===== config.mk =====
export PLATFORM = sky130hd
export DESIGN_NAME = gate_motor_controller_flat
export DESIGN_NICKNAME = d
export VERILOG_FILES = /design/src/hdl/gmc_pkg.sv /design/src/hdl/gmc_if.sv /design/src/hdl/gate_motor_controller.sv /design/src/hdl/gmc_debounce.sv /design/src/hdl/gmc_step.sv /design/src/flat_wrapper.sv
export SDC_FILE = /design/constraint.sdc
export NUM_CORES = 1
export LEC_CHECK = 0
export BUFFER_PORTS_ARGS = -buffer_cell sky130_fd_sc_hd__buf_2
export CAP_MARGIN = 0
export CORE_MARGIN = 4
export CORE_UTILIZATION = 35
export CTS_CLUSTER_SIZE = 25
export DETAILED_ROUTE_END_ITERATION = 16
export GPL_TIMING_DRIVEN = 1
export HOLD_SLACK_MARGIN = 0.12
export MAX_ROUTING_LAYER = met4
export PLACE_DENSITY = 0.48
export REMOVE_ABC_BUFFERS = 1
export SLEW_MARGIN = 5
export SYNTH_ARGS = -nofsm -noshare
export SYNTH_HDL_FRONTEND = slang
export SYNTH_SLANG_ARGS = --single-unit
export TNS_END_PERCENT = 1

===== constraint.sdc =====
create_clock -name clk -period 8.3 [get_ports clk]
set_input_delay 1.245 -clock clk [delete_from_list [all_inputs] [get_ports clk]]
set_output_delay 1.245 -clock clk [all_outputs]
set_load 0.01 [all_outputs]

===== src/hdl/gmc_pkg.sv =====
package gmc_pkg;

    localparam int OP_WIDTH      = 4;
    localparam int BLINK_WIDTH   = 8;
    localparam int TIMEOUT_WIDTH = 12;
    localparam int CFG_DATA_WIDTH = 12;
    localparam int CFG_INDEX_WIDTH = 2;

    // Number of equal samples that make the button level stable.
    localparam logic [1:0] SETTLE_COUNT = 2'd2;

    localparam logic [BLINK_WIDTH-1:0]   OPEN_BLINK_RESET   = 8'd5;
    localparam logic [BLINK_WIDTH-1:0]   CLOSE_BLINK_RESET  = 8'd2;
    localparam logic [BLINK_WIDTH-1:0]   ERROR_BLINK_RESET  = 8'd5;
    localparam logic [TIMEOUT_WIDTH-1:0] TRAVEL_TIMEOUT_RESET = 12'd120;

    typedef enum logic [2:0] {
        GATE_UNKNOWN = 3'd0,
        GATE_CLOSED  = 3'd1,
        GATE_OPENING = 3'd2,
        GATE_OPEN    = 3'd3,
        GATE_CLOSING = 3'd4,
        GATE_ERROR   = 3'd5
    } gate_mode_t;

    typedef enum logic [1:0] {
        DIR_STOP  = 2'd0,
        DIR_OPEN  = 2'd1,
        DIR_CLOSE = 2'd2
    } motor_dir_t;

    typedef enum logic [1:0] {
        FAULT_NONE          = 2'd0,
        FAULT_LIMITS        = 2'd1,
        FAULT_OPEN_TIMEOUT  = 2'd2,
        FAULT_CLOSE_TIMEOUT = 2'd3
    } fault_t;

    typedef enum logic [3:0] {
        OP_TICK     = 4'd0,
        OP_BOOT     = 4'd1,
        OP_OPEN     = 4'd2,
        OP_CLOSE    = 4'd3,
        OP_STOP     = 4'd4,
        OP_PP       = 4'd5,
        OP_LAMP_ON  = 4'd6,
        OP_LAMP_OFF = 4'd7,
        OP_BUZZ_ON  = 4'd8,
        OP_BUZZ_OFF = 4'd9,
        OP_RESET    = 4'd10,
        OP_GET      = 4'd11
    } op_t;

    typedef enum logic [3:0] {
        RSN_BOOT          = 4'd0,
        RSN_CMD_OPEN      = 4'd1,
        RSN_CMD_CLOSE     = 4'd2,
        RSN_CMD_STOP      = 4'd3,
        RSN_CMD_PP        = 4'd4,
        RSN_CMD_RESET     = 4'd5,
        RSN_CMD_GET       = 4'd6,
        RSN_ERR_LIMITS    = 4'd7,
        RSN_OPENED        = 4'd8,
        RSN_CLOSED        = 4'd9,
        RSN_TIMEOUT_OPEN  = 4'd10,
        RSN_TIMEOUT_CLOSE = 4'd11,
        RSN_NONE          = 4'd12
    } reason_t;

    typedef enum logic [1:0] {
        CFG_OPEN_BLINK     = 2'd0,
        CFG_CLOSE_BLINK    = 2'd1,
        CFG_ERROR_BLINK    = 2'd2,
        CFG_TRAVEL_TIMEOUT = 2'd3
    } cfg_reg_t;

    typedef struct packed {
        logic [BLINK_WIDTH-1:0]   open_blink;
        logic [BLINK_WIDTH-1:0]   close_blink;
        logic [BLINK_WIDTH-1:0]   error_blink;
        logic [TIMEOUT_WIDTH-1:0] travel_timeout;
    } cfg_t;

    // Gate state apart from the travel counter, whose width is a parameter.
    typedef struct packed {
        gate_mode_t             mode;
        fault_t                 fault;
        logic [BLINK_WIDTH-1:0] blink_count;
        logic                   blink_phase;
        logic                   buzz_phase;
        logic                   lamp;
        logic                   buzzer;
        motor_dir_t             dir;
    } gate_state_t;

    typedef struct packed {
        logic       motor_open;
        logic       motor_close;
        logic       lamp;
        logic       buzzer;
        gate_mode_t gate_state;
        fault_t     error_code;
        logic       button_report;
        logic       report;
        reason_t    reason;
    } result_t;

endpackage


===== src/hdl/gmc_if.sv =====
interface gmc_cmd_if;
    logic                          valid;
    logic                          ready;
    logic [gmc_pkg::OP_WIDTH-1:0]  op;
    logic                          button_level;
    logic                          limit_open;
    logic                          limit_close;

    modport source (output valid, output op, output button_level, output limit_open,
                    output limit_close, input ready);
    modport sink   (input valid, input op, input button_level, input limit_open,
                    input limit_close, output ready);
endinterface

interface gmc_result_if;
    logic       valid;
    logic       ready;
    logic       motor_open;
    logic       motor_close;
    logic       lamp;
    logic       buzzer;
    logic [2:0] gate_state;
    logic [1:0] error_code;
    logic       button_report;
    logic       report;
    logic [3:0] reason;

    modport source (output valid, output motor_open, output motor_close, output lamp,
                    output buzzer, output gate_state, output error_code,
                    output button_report, output report, output reason, input ready);
    modport sink   (input valid, input motor_open, input motor_close, input lamp,
                    input buzzer, input gate_state, input error_code,
                    input button_report, input report, input reason, output ready);
endinterface


===== src/hdl/gate_motor_controller.sv =====
// Gate motor controller.
//
// Events arrive on the cmd channel (valid/ready): a 100 ms tick, a boot
// indication or a command, each carrying the raw button level and both limit
// switch levels. Every accepted request yields exactly one request on the
// result channel with the motor drive, lamp, buzzer, gate state, fault code and
// the report flag and reason for this event.
//
// A request is captured in an input register, and the gate state update is
// done in one pass of logic from there into the result register, from which
// the result is offered. While the result receiver takes every result, a new
// request can be accepted in every cycle, so the sustained rate is one event
// per clock.
//
// When the result receiver stalls, the pending event stays in the input
// register and cmd.ready drops only while both registers are full.
// The user must write the blink and timeout registers on the cfg port only
// while the block is idle; the block itself does not enforce it. Reset puts
// the gate in the unknown state with the motor stopped, lamp and buzzer off,
// the debounced button released and the registers at their default values.
module gate_motor_controller #(
    parameter int TRAVEL_WIDTH = 12
) (
    input  logic                                 clk,
    input  logic                                 rst_n,
    gmc_cmd_if.sink                              cmd,
    gmc_result_if.source                         result,
    input  logic                                 cfg_we,
    input  logic [gmc_pkg::CFG_INDEX_WIDTH-1:0]  cfg_index,
    input  logic [gmc_pkg::CFG_DATA_WIDTH-1:0]   cfg_data
);
    import gmc_pkg::*;

    // Input stage.
    logic                s1_valid_reg, s1_valid_next;
    logic [OP_WIDTH-1:0] s1_op_reg;
    logic                s1_button_reg;
    logic                s1_limit_open_reg;
    logic                s1_limit_close_reg;

    // Gate state and configuration.
    gate_state_t             state_reg, state_next;
    logic [TRAVEL_WIDTH-1:0] travel_reg, travel_next;
    cfg_t                    cfg_reg, cfg_next;

    // Result stage.
    logic    out_valid_reg, out_valid_next;
    result_t out_reg;
    result_t step_result;

    logic cmd_accept;
    logic advance;
    logic press;

    // The event in the input stage moves on whenever the result register is
    // free or is being emptied in this cycle.
    assign advance    = s1_valid_reg && (!out_valid_reg || result.ready);
    assign cmd.ready  = !s1_valid_reg || advance;
    assign cmd_accept = cmd.valid && cmd.ready;

    always_comb
    begin
        if (cmd_accept)
            s1_valid_next = 1'b1;
        else if (advance)
            s1_valid_next = 1'b0;
        else
            s1_valid_next = s1_valid_reg;

        if (advance)
            out_valid_next = 1'b1;
        else if (result.ready)
            out_valid_next = 1'b0;
        else
            out_valid_next = out_valid_reg;
    end

    // The debouncer samples the button only on ticks.
    gmc_debounce u_debounce (
        .clk       (clk),
        .rst_n     (rst_n),
        .sample_en (advance && (s1_op_reg == OP_TICK)),
        .raw       (s1_button_reg),
        .press     (press)
    );

    gmc_step #(
        .TRAVEL_WIDTH (TRAVEL_WIDTH)
    ) u_step (
        .st          (state_reg),
        .travel      (travel_reg),
        .cfg         (cfg_reg),
        .op          (s1_op_reg),
        .press       (press),
        .limit_open  (s1_limit_open_reg),
        .limit_close (s1_limit_close_reg),
        .st_next     (state_next),
        .travel_next (travel_next),
        .res         (step_result)
    );

    // Configuration writes; each register keeps only its own width.
    always_comb
    begin
        cfg_next = cfg_reg;
        if (cfg_we)
        begin
            case (cfg_reg_t'(cfg_index))
                CFG_OPEN_BLINK:     cfg_next.open_blink     = cfg_data[BLINK_WIDTH-1:0];
                CFG_CLOSE_BLINK:    cfg_next.close_blink    = cfg_data[BLINK_WIDTH-1:0];
                CFG_ERROR_BLINK:    cfg_next.error_blink    = cfg_data[BLINK_WIDTH-1:0];
                CFG_TRAVEL_TIMEOUT: cfg_next.travel_timeout = cfg_data[TIMEOUT_WIDTH-1:0];
                default:            cfg_next = cfg_reg;
            endcase
        end
    end

    always_ff @(posedge clk or negedge rst_n)
    begin
        if (!rst_n)
        begin
            s1_valid_reg           <= 1'b0;
            out_valid_reg          <= 1'b0;
            state_reg.mode         <= GATE_UNKNOWN;
            state_reg.fault        <= FAULT_NONE;
            state_reg.blink_count  <= '0;
            state_reg.blink_phase  <= 1'b0;
            state_reg.buzz_phase   <= 1'b0;
            state_reg.lamp         <= 1'b0;
            state_reg.buzzer       <= 1'b0;
            state_reg.dir          <= DIR_STOP;
            travel_reg             <= '0;
            cfg_reg.open_blink     <= OPEN_BLINK_RESET;
            cfg_reg.close_blink    <= CLOSE_BLINK_RESET;
            cfg_reg.error_blink    <= ERROR_BLINK_RESET;
            cfg_reg.travel_timeout <= TRAVEL_TIMEOUT_RESET;
        end
        else
        begin
            s1_valid_reg  <= s1_valid_next;
            out_valid_reg <= out_valid_next;
            cfg_reg       <= cfg_next;
            if (advance)
            begin
                state_reg  <= state_next;
                travel_reg <= travel_next;
            end
        end
    end

    // Payload registers carry no reset.
    always_ff @(posedge clk)
    begin
        if (cmd_accept)
        begin
            s1_op_reg          <= cmd.op;
            s1_button_reg      <= cmd.button_level;
            s1_limit_open_reg  <= cmd.limit_open;
            s1_limit_close_reg <= cmd.limit_close;
        end
        if (advance)
            out_reg <= step_result;
    end

    assign result.valid         = out_valid_reg;
    assign result.motor_open    = out_reg.motor_open;
    assign result.motor_close   = out_reg.motor_close;
    assign result.lamp          = out_reg.lamp;
    assign result.buzzer        = out_reg.buzzer;
    assign result.gate_state    = out_reg.gate_state;
    assign result.error_code    = out_reg.error_code;
    assign result.button_report = out_reg.button_report;
    assign result.report        = out_reg.report;
    assign result.reason        = out_reg.reason;

    // The input side stalls only when a finished result is held back.
    a_ready_only_on_stall: assert property (@(posedge clk) disable iff (!rst_n)
        !cmd.ready |-> (result.valid && !result.ready))
        else $error("cmd.ready low without a stalled result");

    // The motor is never driven while the gate is in the error state.
    a_no_drive_in_error: assert property (@(posedge clk) disable iff (!rst_n)
        (result.valid && (result.gate_state == GATE_ERROR)) |->
        (!result.motor_open && !result.motor_close))
        else $error("motor driven in error state");

    // Every way into the error state records a fault code.
    a_error_has_fault: assert property (@(posedge clk) disable iff (!rst_n)
        (result.valid && (result.gate_state == GATE_ERROR)) |->
        (result.error_code != FAULT_NONE))
        else $error("error state without a fault code");

endmodule


===== src/hdl/gmc_debounce.sv =====
module gmc_debounce (
    input  logic clk,
    input  logic rst_n,
    input  logic sample_en,
    input  logic raw,
    output logic press
);
    import gmc_pkg::*;

    logic [1:0] stable_count_reg, stable_count_next;
    logic       last_sample_reg, last_sample_next;
    logic       debounced_reg, debounced_next;
    logic [1:0] count_step;

    always_comb
    begin
        if (raw == last_sample_reg)
        begin
            count_step       = (stable_count_reg < SETTLE_COUNT) ?
                               stable_count_reg + 2'd1 : stable_count_reg;
            last_sample_next = last_sample_reg;
        end
        else
        begin
            count_step       = 2'd0;
            last_sample_next = raw;
        end
        if (count_step >= SETTLE_COUNT)
        begin
            debounced_next    = raw;
            stable_count_next = 2'd0;
        end
        else
        begin
            debounced_next    = debounced_reg;
            stable_count_next = count_step;
        end
    end

    // A press is a high-to-low change of the debounced level.
    assign press = debounced_reg && !debounced_next;

    always_ff @(posedge clk or negedge rst_n)
    begin
        if (!rst_n)
        begin
            stable_count_reg <= 2'd0;
            last_sample_reg  <= 1'b1;
            debounced_reg    <= 1'b1;
        end
        else if (sample_en)
        begin
            stable_count_reg <= stable_count_next;
            last_sample_reg  <= last_sample_next;
            debounced_reg    <= debounced_next;
        end
    end

endmodule


===== src/hdl/gmc_step.sv =====
module gmc_step #(
    parameter int TRAVEL_WIDTH = 12
) (
    input  gmc_pkg::gate_state_t         st,
    input  logic [TRAVEL_WIDTH-1:0]      travel,
    input  gmc_pkg::cfg_t                cfg,
    input  logic [gmc_pkg::OP_WIDTH-1:0] op,
    input  logic                         press,
    input  logic                         limit_open,
    input  logic                         limit_close,
    output gmc_pkg::gate_state_t         st_next,
    output logic [TRAVEL_WIDTH-1:0]      travel_next,
    output gmc_pkg::result_t             res
);
    import gmc_pkg::*;

    localparam int CMP_WIDTH = (TRAVEL_WIDTH > TIMEOUT_WIDTH) ? TRAVEL_WIDTH : TIMEOUT_WIDTH;
    localparam logic [TRAVEL_WIDTH-1:0] TRAVEL_MAX = {TRAVEL_WIDTH{1'b1}};

    gate_mode_t              pressed_mode;
    gate_mode_t              tick_mode;
    logic [BLINK_WIDTH-1:0]  blink_period;
    logic [BLINK_WIDTH-1:0]  blink_inc;
    logic                    blink_toggle;
    logic [BLINK_WIDTH-1:0]  blink_after;
    logic                    phase_after;
    logic                    lamp_after;
    logic [TRAVEL_WIDTH-1:0] travel_inc;
    logic                    timed_out;
    logic                    opening;
    logic                    at_end;
    gate_state_t             s;
    logic                    btn_rep;
    logic                    report;
    reason_t                 reason;

    // Effect of a button press or a pp command on the mode.
    always_comb
    begin
        case (st.mode)
            GATE_CLOSED:  pressed_mode = GATE_OPENING;
            GATE_OPEN:    pressed_mode = GATE_CLOSING;
            GATE_UNKNOWN: pressed_mode = GATE_CLOSING;
            default:      pressed_mode = st.mode;
        endcase
    end

    // The tick acts on the mode after any press of the same tick.
    assign tick_mode = press ? pressed_mode : st.mode;
    assign opening   = (tick_mode == GATE_OPENING);
    assign at_end    = opening ? limit_open : limit_close;

    always_comb
    begin
        case (tick_mode)
            GATE_OPENING: blink_period = cfg.open_blink;
            GATE_CLOSING: blink_period = cfg.close_blink;
            default:      blink_period = cfg.error_blink;
        endcase
    end

    assign blink_inc    = st.blink_count + 8'd1;
    assign blink_toggle = (blink_inc >= blink_period);
    assign blink_after  = blink_toggle ? '0 : blink_inc;
    assign phase_after  = st.blink_phase ^ blink_toggle;
    assign lamp_after   = blink_toggle ? phase_after : st.lamp;

    assign travel_inc = (travel == TRAVEL_MAX) ? travel : travel + TRAVEL_WIDTH'(1);
    assign timed_out  = (CMP_WIDTH'(travel_inc) >= CMP_WIDTH'(cfg.travel_timeout));

    always_comb
    begin
        s           = st;
        travel_next = travel;
        btn_rep     = 1'b0;
        report      = 1'b0;
        reason      = RSN_NONE;
        case (op_t'(op))
            OP_TICK:
            begin
                s.mode  = tick_mode;
                btn_rep = press;
                if (tick_mode inside {GATE_OPENING, GATE_CLOSING})
                begin
                    if (limit_open && limit_close)
                    begin
                        s.fault = FAULT_LIMITS;
                        s.mode  = GATE_ERROR;
                        s.dir   = DIR_STOP;
                        reason  = RSN_ERR_LIMITS;
                    end
                    else
                    begin
                        s.blink_count = blink_after;
                        s.blink_phase = phase_after;
                        if (at_end)
                        begin
                            s.dir       = DIR_STOP;
                            s.mode      = opening ? GATE_OPEN : GATE_CLOSED;
                            travel_next = '0;
                            s.lamp      = opening;
                            reason      = opening ? RSN_OPENED : RSN_CLOSED;
                        end
                        else if (timed_out)
                        begin
                            travel_next = travel_inc;
                            s.lamp      = lamp_after;
                            s.dir       = DIR_STOP;
                            s.fault     = opening ? FAULT_OPEN_TIMEOUT : FAULT_CLOSE_TIMEOUT;
                            s.mode      = GATE_ERROR;
                            reason      = opening ? RSN_TIMEOUT_OPEN : RSN_TIMEOUT_CLOSE;
                        end
                        else
                        begin
                            travel_next = travel_inc;
                            s.lamp      = lamp_after;
                            s.dir       = opening ? DIR_OPEN : DIR_CLOSE;
                        end
                    end
                end
                else if (tick_mode == GATE_ERROR)
                begin
                    s.dir         = DIR_STOP;
                    s.blink_count = blink_after;
                    s.blink_phase = phase_after;
                    s.lamp        = lamp_after;
                    s.buzz_phase  = !st.buzz_phase;
                    s.buzzer      = !st.buzz_phase;
                end
                else
                begin
                    s.dir         = DIR_STOP;
                    s.lamp        = (tick_mode == GATE_OPEN);
                    s.blink_count = '0;
                    travel_next   = '0;
                end
                report = press || (reason != RSN_NONE);
            end
            OP_BOOT:
            begin
                if (limit_open && limit_close)
                begin
                    s.mode  = GATE_ERROR;
                    s.fault = FAULT_LIMITS;
                end
                else if (limit_open)
                    s.mode = GATE_OPEN;
                else if (limit_close)
                    s.mode = GATE_CLOSED;
                else
                    s.mode = GATE_UNKNOWN;
                s.blink_count = '0;
                travel_next   = '0;
                s.blink_phase = 1'b0;
                s.buzz_phase  = 1'b0;
                s.dir         = DIR_STOP;
                s.lamp        = 1'b0;
                s.buzzer      = 1'b0;
                report        = 1'b1;
                reason        = RSN_BOOT;
            end
            OP_OPEN:
            begin
                if (st.mode inside {GATE_CLOSED, GATE_UNKNOWN})
                begin
                    s.mode = GATE_OPENING;
                    report = 1'b1;
                    reason = RSN_CMD_OPEN;
                end
            end
            OP_CLOSE:
            begin
                if (st.mode inside {GATE_OPEN, GATE_UNKNOWN})
                begin
                    s.mode = GATE_CLOSING;
                    report = 1'b1;
                    reason = RSN_CMD_CLOSE;
                end
            end
            OP_STOP:
            begin
                s.dir  = DIR_STOP;
                s.mode = GATE_UNKNOWN;
                report = 1'b1;
                reason = RSN_CMD_STOP;
            end
            OP_PP:
            begin
                s.mode = pressed_mode;
                report = 1'b1;
                reason = RSN_CMD_PP;
            end
            OP_LAMP_ON:  s.lamp   = 1'b1;
            OP_LAMP_OFF: s.lamp   = 1'b0;
            OP_BUZZ_ON:  s.buzzer = 1'b1;
            OP_BUZZ_OFF: s.buzzer = 1'b0;
            OP_RESET:
            begin
                s.fault  = FAULT_NONE;
                s.mode   = GATE_UNKNOWN;
                s.dir    = DIR_STOP;
                s.lamp   = 1'b0;
                s.buzzer = 1'b0;
                report   = 1'b1;
                reason   = RSN_CMD_RESET;
            end
            OP_GET:
            begin
                report = 1'b1;
                reason = RSN_CMD_GET;
            end
            default:
            begin
                report = 1'b0;
            end
        endcase
    end

    assign st_next = s;

    always_comb
    begin
        res.motor_open    = (s.dir == DIR_OPEN);
        res.motor_close   = (s.dir == DIR_CLOSE);
        res.lamp          = s.lamp;
        res.buzzer        = s.buzzer;
        res.gate_state    = s.mode;
        res.error_code    = s.fault;
        res.button_report = btn_rep;
        res.report        = report;
        res.reason        = reason;
    end

endmodule


===== src/flat_wrapper.sv =====
// flat-port wrapper written by rule: the top's interface ports become plain ports
module gate_motor_controller_flat import gmc_pkg::*;
#(
    parameter int TRAVEL_WIDTH = 12
)
  (clk, rst_n, cfg_we, cfg_index, cfg_data, cmd_valid, cmd_op, cmd_button_level, cmd_limit_open, cmd_limit_close, cmd_ready, result_valid, result_motor_open, result_motor_close, result_lamp, result_buzzer, result_gate_state, result_error_code, result_button_report, result_report, result_reason, result_ready);
  gmc_cmd_if cmd_i ();
  gmc_result_if result_i ();
  input  logic clk;
  input  logic rst_n;
  input  logic cfg_we;
  input  logic [gmc_pkg::CFG_INDEX_WIDTH-1:0] cfg_index;
  input  logic [gmc_pkg::CFG_DATA_WIDTH-1:0] cfg_data;
  input wire logic [$bits(cmd_i.valid)-1:0] cmd_valid;
  input wire logic [$bits(cmd_i.op)-1:0] cmd_op;
  input wire logic [$bits(cmd_i.button_level)-1:0] cmd_button_level;
  input wire logic [$bits(cmd_i.limit_open)-1:0] cmd_limit_open;
  input wire logic [$bits(cmd_i.limit_close)-1:0] cmd_limit_close;
  output wire logic [$bits(cmd_i.ready)-1:0] cmd_ready;
  output wire logic [$bits(result_i.valid)-1:0] result_valid;
  output wire logic [$bits(result_i.motor_open)-1:0] result_motor_open;
  output wire logic [$bits(result_i.motor_close)-1:0] result_motor_close;
  output wire logic [$bits(result_i.lamp)-1:0] result_lamp;
  output wire logic [$bits(result_i.buzzer)-1:0] result_buzzer;
  output wire logic [$bits(result_i.gate_state)-1:0] result_gate_state;
  output wire logic [$bits(result_i.error_code)-1:0] result_error_code;
  output wire logic [$bits(result_i.button_report)-1:0] result_button_report;
  output wire logic [$bits(result_i.report)-1:0] result_report;
  output wire logic [$bits(result_i.reason)-1:0] result_reason;
  input wire logic [$bits(result_i.ready)-1:0] result_ready;
  assign cmd_i.valid = cmd_valid;
  assign cmd_i.op = cmd_op;
  assign cmd_i.button_level = cmd_button_level;
  assign cmd_i.limit_open = cmd_limit_open;
  assign cmd_i.limit_close = cmd_limit_close;
  assign cmd_ready = cmd_i.ready;
  assign result_valid = result_i.valid;
  assign result_motor_open = result_i.motor_open;
  assign result_motor_close = result_i.motor_close;
  assign result_lamp = result_i.lamp;
  assign result_buzzer = result_i.buzzer;
  assign result_gate_state = result_i.gate_state;
  assign result_error_code = result_i.error_code;
  assign result_button_report = result_i.button_report;
  assign result_report = result_i.report;
  assign result_reason = result_i.reason;
  assign result_i.ready = result_ready;
  gate_motor_controller #(.TRAVEL_WIDTH(TRAVEL_WIDTH)) u_core (.clk(clk), .rst_n(rst_n), .cmd(cmd_i), .result(result_i), .cfg_we(cfg_we), .cfg_index(cfg_index), .cfg_data(cfg_data));
endmodule

Yosys cells after proc, flatten, opt, wreduce, memory -nomap -nowiden --
Index checks and enable logic that the tools add are counted. W data, S select, Z words.
Operators by class: $add $sub $neg 3, $lt $le $gt $ge 4, equal/unequal tests 30, muxes and demuxes 68, bitwise operators 2, reductions and logical operators 36
Operators by type and width (count):
- $mux W12 | 5
- $pmux W4 S8 | 1
- $mux W2 | 13
- $pmux W12 S2 | 1
- $mux W3 | 7
- $mux W1 | 20
- $mux W4 | 5
- $pmux W10 S2 | 1
- $mux W9 | 2
- $pmux W3 S6 | 1
- $eq A4 B3 Y1 const B | 4
- $eq A4 B4 Y1 const B | 4
- $mux W8 | 2
- $pmux W8 S2 | 1
- $mux W5 | 3
- $add A12 B1 Y12 const B | 1
- $eq A12 B12 Y1 const B | 1
- $ge A12 B12 Y1 | 1
- $reduce_and A4 Y1 | 3
- $reduce_bool A2 Y1 | 6
- $reduce_and A2 Y1 | 5
- $eq A3 B2 Y1 const B | 3
- $ne A3 B3 Y1 const B | 3
- $reduce_or A3 Y1 | 3
- 30 further kinds | 47
Word-level totals: register bits 95, input port bits 26, output and inout bits 17, logic and storage cells 174

Depth between registers and ports, before layout --
Gate-level depths: netlist of the first run.
depth after elaboration 18, depth in mapped cells 16, gate-level depth less buffers 14

Cells and area by module --
A second synthesis of the first run with hierarchy kept.
Unflattened totals: cells, all modules 571, area, all modules 5934.4 µm²
Modules (own cells, without submodules):
- gate_motor_controller | times used 1, cells each 175, area each 3280.6 µm², seq. area each 2398.6 µm²
- gmc_step | times used 1, cells each 378, area each 2456.1 µm², seq. area each 0.0 µm²
- gmc_debounce | times used 1, cells each 18, area each 197.7 µm², seq. area each 102.6 µm²

Worst setup path before layout of the first run --
OpenSTA, ideal clock, no wires.
path kind reg2reg, from register u_core.u_debounce.stable_count_reg[0], to register u_core.out_reg, in the netlist u_core.result.lamp, data pin, arrival time 3.253 ns, required time 8.035 ns, path slack 4.783 ns, cell stages (with the launch flop) 17, buffers on the path 2, period minus slack after synthesis 3.517 ns, cells stage by stage dfrtp_1 inv_1 ha_1 nor4b_2 buf_2 a21oi_1 nor2_1 a22oi_1 nand2_1 ha_1 nand2b_1 a2111oi_0 o21a_1 clkbuf_1 mux2i_1 o21ai_1 a21oi_1
RTL lines:
- start, declared | line gmc_debounce.sv:10 | logic [1:0] stable_count_reg, stable_count_next;
- start signal, assigned | line gmc_debounce.sv:53 | stable_count_reg <= stable_count_next;
- end signal, assigned | line gate_motor_controller.sv:162 | out_reg <= step_result;
- end, declared | line gate_motor_controller.sv:48 | result_t out_reg;

==> impl_metrics.csv, run 1 <==
group,metric,value,unit
sta,slew_headroom,34.2,%
sta,finalMaxSlewViolations,0,
finish,n_antenna_cell,0,
outcome,status,"finished, final reports clean",
place,place_area,0.00614,mm2
finish,stdcell_area,0.00643,mm2
sta,grt_setup_unrepaired,"false",
global_routing,antenna_found_initial,0,
sta,fmax,233,MHz
sta,holdWs,481,ps
place,post-dp-hpwl,10100,um
global_routing,grtUsageTotal,16.8,%
floorplanning,coreArea,0.0160,mm2
synth,synth_xor_area_share,2.43,%
synth,synth_ff_type,"dfrtp_1",
sta,setup_slack,4010,ps
floorplanning,fp.dieH,136,um
synth,ys_types,75,
clocking,root_buffer,"clkbuf_16",
global_routing,grt_max_degree,74,
finish,final_nets,656,
global_routing,grt_pass1_vias,4524,
sta,setup_viol,0,
synth,ys_seq_elements,95,
routing,drc_errors,0,
clocking,cts_tree,"yes",
synth,synth_area,0.00577,mm2
floorplanning,num_rows,46,
floorplanning,io_pins,43,
sta,worst_pin_slew,987,ps
synth,synth.mux.area_fraction,8.85,%
floorplanning,die_area,0.0186,mm2
setup_path,setup.worst_path.class,"reg2reg",
place,gp_congestion,0.916,
synth,syn_inst,581,
setup_path,crit_required,8390,ps
place,io_buffers,42,
routing,routedWlPerCell,17.5,um
clocking,cts_setup_buffers,0,
floorplanning,fp.dieW,136,um
sta,post-route-period-util,51.7,%
setup_path,cp_data_arrival_time,4370,ps
synth,synth.most_common_cell,"dfrtp_1",
routing,vias,4662,
synth,syn_area_per_cell,9.92,um2
clocking,cts.sinks,95,
run,cap_violations,0,
finish,drive_above_1_share,20.4,%
global_routing,grt-ovfl-total,0,
clocking,cts_resized,0,
finish,largest_register_ffs,36,
synth,synth.area.top_cells,"dfrtp_1 (27%), edfxtp_1 (11%), mux2_2 (7.8%)",
setup_path,critPathMaxFanout,20,
floorplanning,start_util,36.0,%
global_routing,grt_pass1_wl,23900,um
synth,yosysWarnings,0,
synth,synth-compound-area-share,20.2,%
synth,synth.top_cell.area_share,26.9,%
sta,hold_viol,0,
synth,async_flop_share,76.8,%
setup_path,startpoint_type,"register",
finish,syn2layout_area_growth,11.5,%
sta,finalClockSkew,10.4,ps
routing,drt_iter0_markers,379,
power,ir_drop,106,uV
routing,via_per_inst,5.63,
clocking,cts_buffer_depth,2,
clocking,ctsHoldBuffers,0,
routing,ant_nets,0,
clocking,clk_pin_slew,70,ps
clocking,numCtsBuffers,9,
synth,synth-edff-count,22,
power,leakage,2.80,nW
clocking,cts_max_level,3,
synth,synth-seq-area-share,43.4,%
synth,synth_top_cells_by_count,"dfrtp_1 (62), nand2_1 (46), a21oi_1 (44)",
min_path,min_path_type,"reg2reg",
routing,wl,14500,um
routing,first_pass_iters,5,
place,pre_cts_slack,4100,ps
sta,fin_crit,4290,ps
synth,synth_top_family_by_area,"compound AO/OA/AOI/OAI gates",
synth,netlist.top_cell.by_area,"dfrtp_1",
sta,setup_tns,0,ps
clocking,clk_latency,350,ps
power,p_per_area,218,mW/mm2
setup_path,endpoint_kind,"register",
synth,synthAdderAreaFrac,4.99,%
synth,yosys.area_share.simple,16.1,%
finish,final_core_util,40.2,%
## through the flow
| step | total power (W) | cells |
|---|---|---|
| 2_1_floorplan | 0.000875 | 549 |
| 3_3_place_gp | 0.000993 | 812 |
| 3_5_place_dp | 0.00100 | 812 |
| 4_1_cts | 0.00142 | 828 |
| 5_1_grt | 0.00149 | 828 |
| 6_report | 0.00140 | 828 |
## power by group
part / leakage (nW) / switching (W) / internal, W
Sequential: 1.11 / 0.0000808 / 0.000554
Combinational: 1.54 / 0.000204 / 0.000155
Clock: 0.142 / 0.000193 / 0.000217
## per-layer routing
layer  vias to the layer above  routed length [um]  track usage [%]
li1                       2221                   -                -
met1                      2283                6770             22.5
met2                       138                6760             25.8
met3                        20                 686             2.92
met4                         0                 261             5.99
met5                         -                   0                -
## final timing paths
| check | from | to | slack [ps] | cells past startpoint |
|---|---|---|---|---|
| max in group asynchronous | rst_n | u_core.cfg_reg[20]$_DFFE_PN0P_ | 6600 | 1 |
| hold reg to reg | u_core.u_debounce.stable_count_reg[0]$_DFFE_PN0P_ | u_core.u_debounce.stable_count_reg[0]$_DFFE_PN0P_ | 480 | 2 |
| min in group asynchronous | rst_n | u_core.state_reg[18]$_DFFE_PN0P_ | 1040 | 1 |
| setup reg to reg | u_core.state_reg[16]$_DFFE_PN0P_ | u_core.result.lamp$_DFFE_PP_ | 4010 | 12 |
| hold / removal | u_core.u_debounce.stable_count_reg[0]$_DFFE_PN0P_ | u_core.u_debounce.stable_count_reg[0]$_DFFE_PN0P_ | 480 | 2 |
| setup / recovery | u_core.state_reg[16]$_DFFE_PN0P_ | u_core.result.lamp$_DFFE_PP_ | 4010 | 12 |
## cells in the final DEF (no fill, tap or decap), types with 10 or more instances in the layout
| cell | synthesis | layout |
|---|---|---|
| a21oi_1 | 44 | 44 |
| a22o_1 | 11 | 11 |
| and3_1 | 13 | 13 |
| buf_2 | 4 | 41 |
| dfrtp_1 | 62 | 62 |
| dfstp_2 | 11 | 11 |
| edfxtp_1 | 22 | 22 |
| ha_1 | 23 | 23 |
| inv_1 | 21 | 21 |
| mux2_2 | 40 | 40 |
| nand2_1 | 46 | 46 |
| nand3_1 | 14 | 14 |
| nor2_1 | 35 | 35 |
| nor3_1 | 14 | 14 |
| o21ai_0 | 32 | 32 |
| o21ai_1 | 10 | 10 |
| xnor2_1 | 10 | 10 |
## critical path: stages, from the launching register on
cell	delay, ps
dfrtp_1	730
nor2b_1	600
a21oi_1	150
nor2_1	570
a22oi_1	190
nand2_1	120
ha_1	220
nand2b_1	140
a2111oi_0	420
o21a_1	410
mux2i_1	140
o21ai_1	210
a21oi_1	100
## logic make-up (layout without fill, tap and decap cells)
logic type	after synthesis	count (layout)
flops	95	95
compound gates	172	172
fa+ha+maj	23	23
simple gates	175	175
mux	46	46
xor+xnor	16	16
buf+inv	54	85
## area by class of cell
type | count | area, um2
clock buffer | 11 | 243
clock inverter | 5 | 43.8
fill | 1634 | 9570
inverter | 22 | 82.6
multi-input combinational | 432 | 3040
sequential | 95 | 2500
tap | 216 | 270
timing repair buffer | 47 | 250
No activity file was read; power rests on OpenSTA's default activity.
==> run 2: changes to the inputs <==
--- a/config.mk
+++ b/config.mk
@@ -14,7 +14,7 @@
 export GPL_TIMING_DRIVEN = 1
 export HOLD_SLACK_MARGIN = 0.12
 export MAX_ROUTING_LAYER = met4
-export PLACE_DENSITY = 0.48
+export PLACE_DENSITY = 0.5
 export REMOVE_ABC_BUFFERS = 1
 export SLEW_MARGIN = 5
 export SYNTH_ARGS = -nofsm -noshare
==> constraint.sdc (replaced) <==
create_clock -name clk -period 3.85 [get_ports clk]
set_input_delay 0.5775 -clock clk [delete_from_list [all_inputs] [get_ports clk]]
set_output_delay 0.5775 -clock clk [all_outputs]
set_load 0.01 [all_outputs]
==> run 2 against run 1 <==
Against the previous run:
- fmax rose by 21%
- clock power rose by 120%
- clock-buffer cell count decreased by 2
- sequential share of layout area down 0.66 points
- critical path type unchanged
- critical endpoint unchanged
- largest cell class unchanged
- highest routed layer unchanged
==> impl_metrics.csv, run 2 (same netlist as run 1, synthesis figures left out) <==
group,metric,value,unit
finish,largest_register_ffs,36,
sta,setup_slack,295,ps
setup_path,critPathMaxFanout,6,
routing,drc_errors,0,
clocking,cts_tree,"yes",
power,leakage,2.86,nW
power,p_per_area,472,mW/mm2
run,cap_violations,0,
sta,fmax,281,MHz
routing,drt_iter0_markers,369,
floorplanning,fp.dieW,136,um
place,gp_congestion,0.907,
clocking,ctsHoldBuffers,0,
floorplanning,coreArea,0.0160,mm2
sta,slew_headroom,35.4,%
finish,syn2layout_area_growth,13.4,%
finish,stdcell_area,0.00654,mm2
routing,top_layer_used,"met4",
finish,final_cell_mix,"dfrtp_1 (62), nand2_1 (46), a21oi_1 (44)",
floorplanning,fp.dieH,136,um
clocking,clk_pin_slew,70,ps
place,io_buffers,42,
finish,final_nets,670,
place,post-dp-hpwl,10400,um
setup_path,startpoint_type,"register",
clocking,cts_max_level,3,
power,p_int,0.00202,W
power,clkPwrFrac,28.6,%
place,place_area,0.00625,mm2
power,ir_drop,222,uV
routing,vias,4660,
floorplanning,io_pins,43,
routing,wl_met2,6650,um
setup_path,rr_startpoint,"u_core.u_debounce.stable_count_reg[0]$_DFFE_PN0P_",
sta,hold_viol,0,
clocking,cts.sinks,95,
finish,final_core_util,40.9,%
global_routing,grt_pass1_vias,4521,
sta,post-route-period-util,92.3,%
sta,finalMaxSlewViolations,0,
sta,worst_pin_slew,968,ps
setup_path,reg2reg_slack,300,ps
finish,n_antenna_cell,0,
global_routing,grt-ovfl-total,0,
routing,ant_nets,0,
place,pre_cts_slack,279,ps
routing,dr_wl_met3,508,um
floorplanning,start_util,36.0,%
setup_path,cp_data_arrival_time,3650,ps
routing,drt-met1-wl,6840,um
power,swShare,34.4,%
clocking,clk_latency,350,ps
floorplanning,die_area,0.0186,mm2
outcome,status,"finished, final reports clean",
routing,routedWlPerCell,17.0,um
global_routing,antenna_found_initial,0,
min_path,min_path_type,"in2async",
power,p_total,0.00308,W
global_routing,grtUsageTotal,16.7,%
sta,fin_crit,3550,ps
clocking,cts_buffer_depth,2,
clocking,root_buffer,"clkbuf_16",
sta,grt_setup_unrepaired,"false",
setup_path,worstReg2RegEnd,"u_core.result.lamp$_DFFE_PP_",
power,comb_power_share,28.3,%
routing,wl,14300,um
clocking,cts_setup_buffers,0,
global_routing,grt_pass1_wl,23800,um
setup_path,setup.worst_path.class,"reg2reg",
floorplanning,num_rows,46,
routing,via_per_inst,5.53,
setup_path,critical_path.cell_chain,"inv_1 > ha_1 > or4b_1 > o31ai_4 > buf_4 > a22o_1 > a21oi_1 > ha_1 > a41o_1 > a21oi_1 > o21a_1 > mux2i_1 > o21ai_1 > a21oi_1",
sta,finalClockSkew,8.66,ps
setup_path,cpMaxStageDelayCell,"or4b_1",
power,p_switching,0.00106,W
finish,drive_above_1_share,22.7,%
setup_path,crit_top_cell,"a21oi_1",
setup_path,endpoint_kind,"register",
finish,final_common_cell,"dfrtp_1",
setup_path,crit_required,3940,ps
setup_path,cpPeakStageDelay,600,ps
power,p_seq_share,43.0,%
routing,first_pass_iters,5,
clocking,numCtsBuffers,9,
sta,setup_viol,0,
setup_path,reg2reg_depth,14,
global_routing,grt_max_degree,74,
sta,setup_tns,0,ps
run 2: critical path: cells and delay by family, from the launching register on:
family          cells  cell delay, ps
simple gates        1             600
flops               1             350
fa+ha+maj           2             550
compound gates      8            1430
buf+inv             2             260
mux                 1             100
run 2: final cells by class:
type / instances / area, um2
timing repair buffer: 61 / 355
fill: 1622 / 9460
clock inverter: 7 / 57.6
sequential: 95 / 2500
tap: 216 / 270
multi-input combinational: 432 / 3050
inverter: 22 / 82.6
clock buffer: 9 / 225
run 2: how the worst max path moves through the flow:
stage / cells after the start / slack, ps / startpoint / end
global route: 13 / 20 / u_core.u_debounce.stable_count_reg[0]$_DFFE_PN0P_ / u_core.state_reg[8]$_DFFE_PN0P_
floorplan: 14 / 270 / u_core.u_debounce.stable_count_reg[0]$_DFFE_PN0P_ / u_core.result.lamp$_DFFE_PP_
finish: 14 / 300 / u_core.u_debounce.stable_count_reg[0]$_DFFE_PN0P_ / u_core.result.lamp$_DFFE_PP_
detailed placement: 14 / 280 / u_core.u_debounce.stable_count_reg[0]$_DFFE_PN0P_ / u_core.state_reg[8]$_DFFE_PN0P_
CTS: 14 / 270 / u_core.u_debounce.stable_count_reg[0]$_DFFE_PN0P_ / u_core.result.lamp$_DFFE_PP_
global placement: 14 / 370 / u_core.u_debounce.stable_count_reg[0]$_DFFE_PN0P_ / u_core.result.lamp$_DFFE_PP_
run 2: repair_timing:
item,in CTS,in global routing
gates resized for setup,0,2
hold endpoints to repair,0,0
endpoints found under the setup margin,0,2
run 2: stage by stage:
step / hold WS, ps / instances
2_1_floorplan: 282 / 549
4_1_cts: 385 / 842
3_3_place_gp: 470 / 826
3_5_place_dp: 495 / 826
5_1_grt: 388 / 842
6_report: 376 / 842
run 2: power groups by stage:
| stage | clock network, W | logic (W) | registers [W] |
|---|---|---|---|
| floorplan | 0 | 0.000543 | 0.00134 |
| global placement | 0 | 0.000850 | 0.00134 |
| detailed placement | 0 | 0.000863 | 0.00134 |
| CTS | 0.000908 | 0.000869 | 0.00132 |
| global route | 0.000950 | 0.000992 | 0.00135 |
| finish | 0.000883 | 0.000874 | 0.00133 |
run 2: layer usage:
layer	vias up	global-route usage [%]
met5	-	-
met4	0	5.71
met3	23	2.48
met2	113	26.2
met1	2272	22.3
li1	2252	-
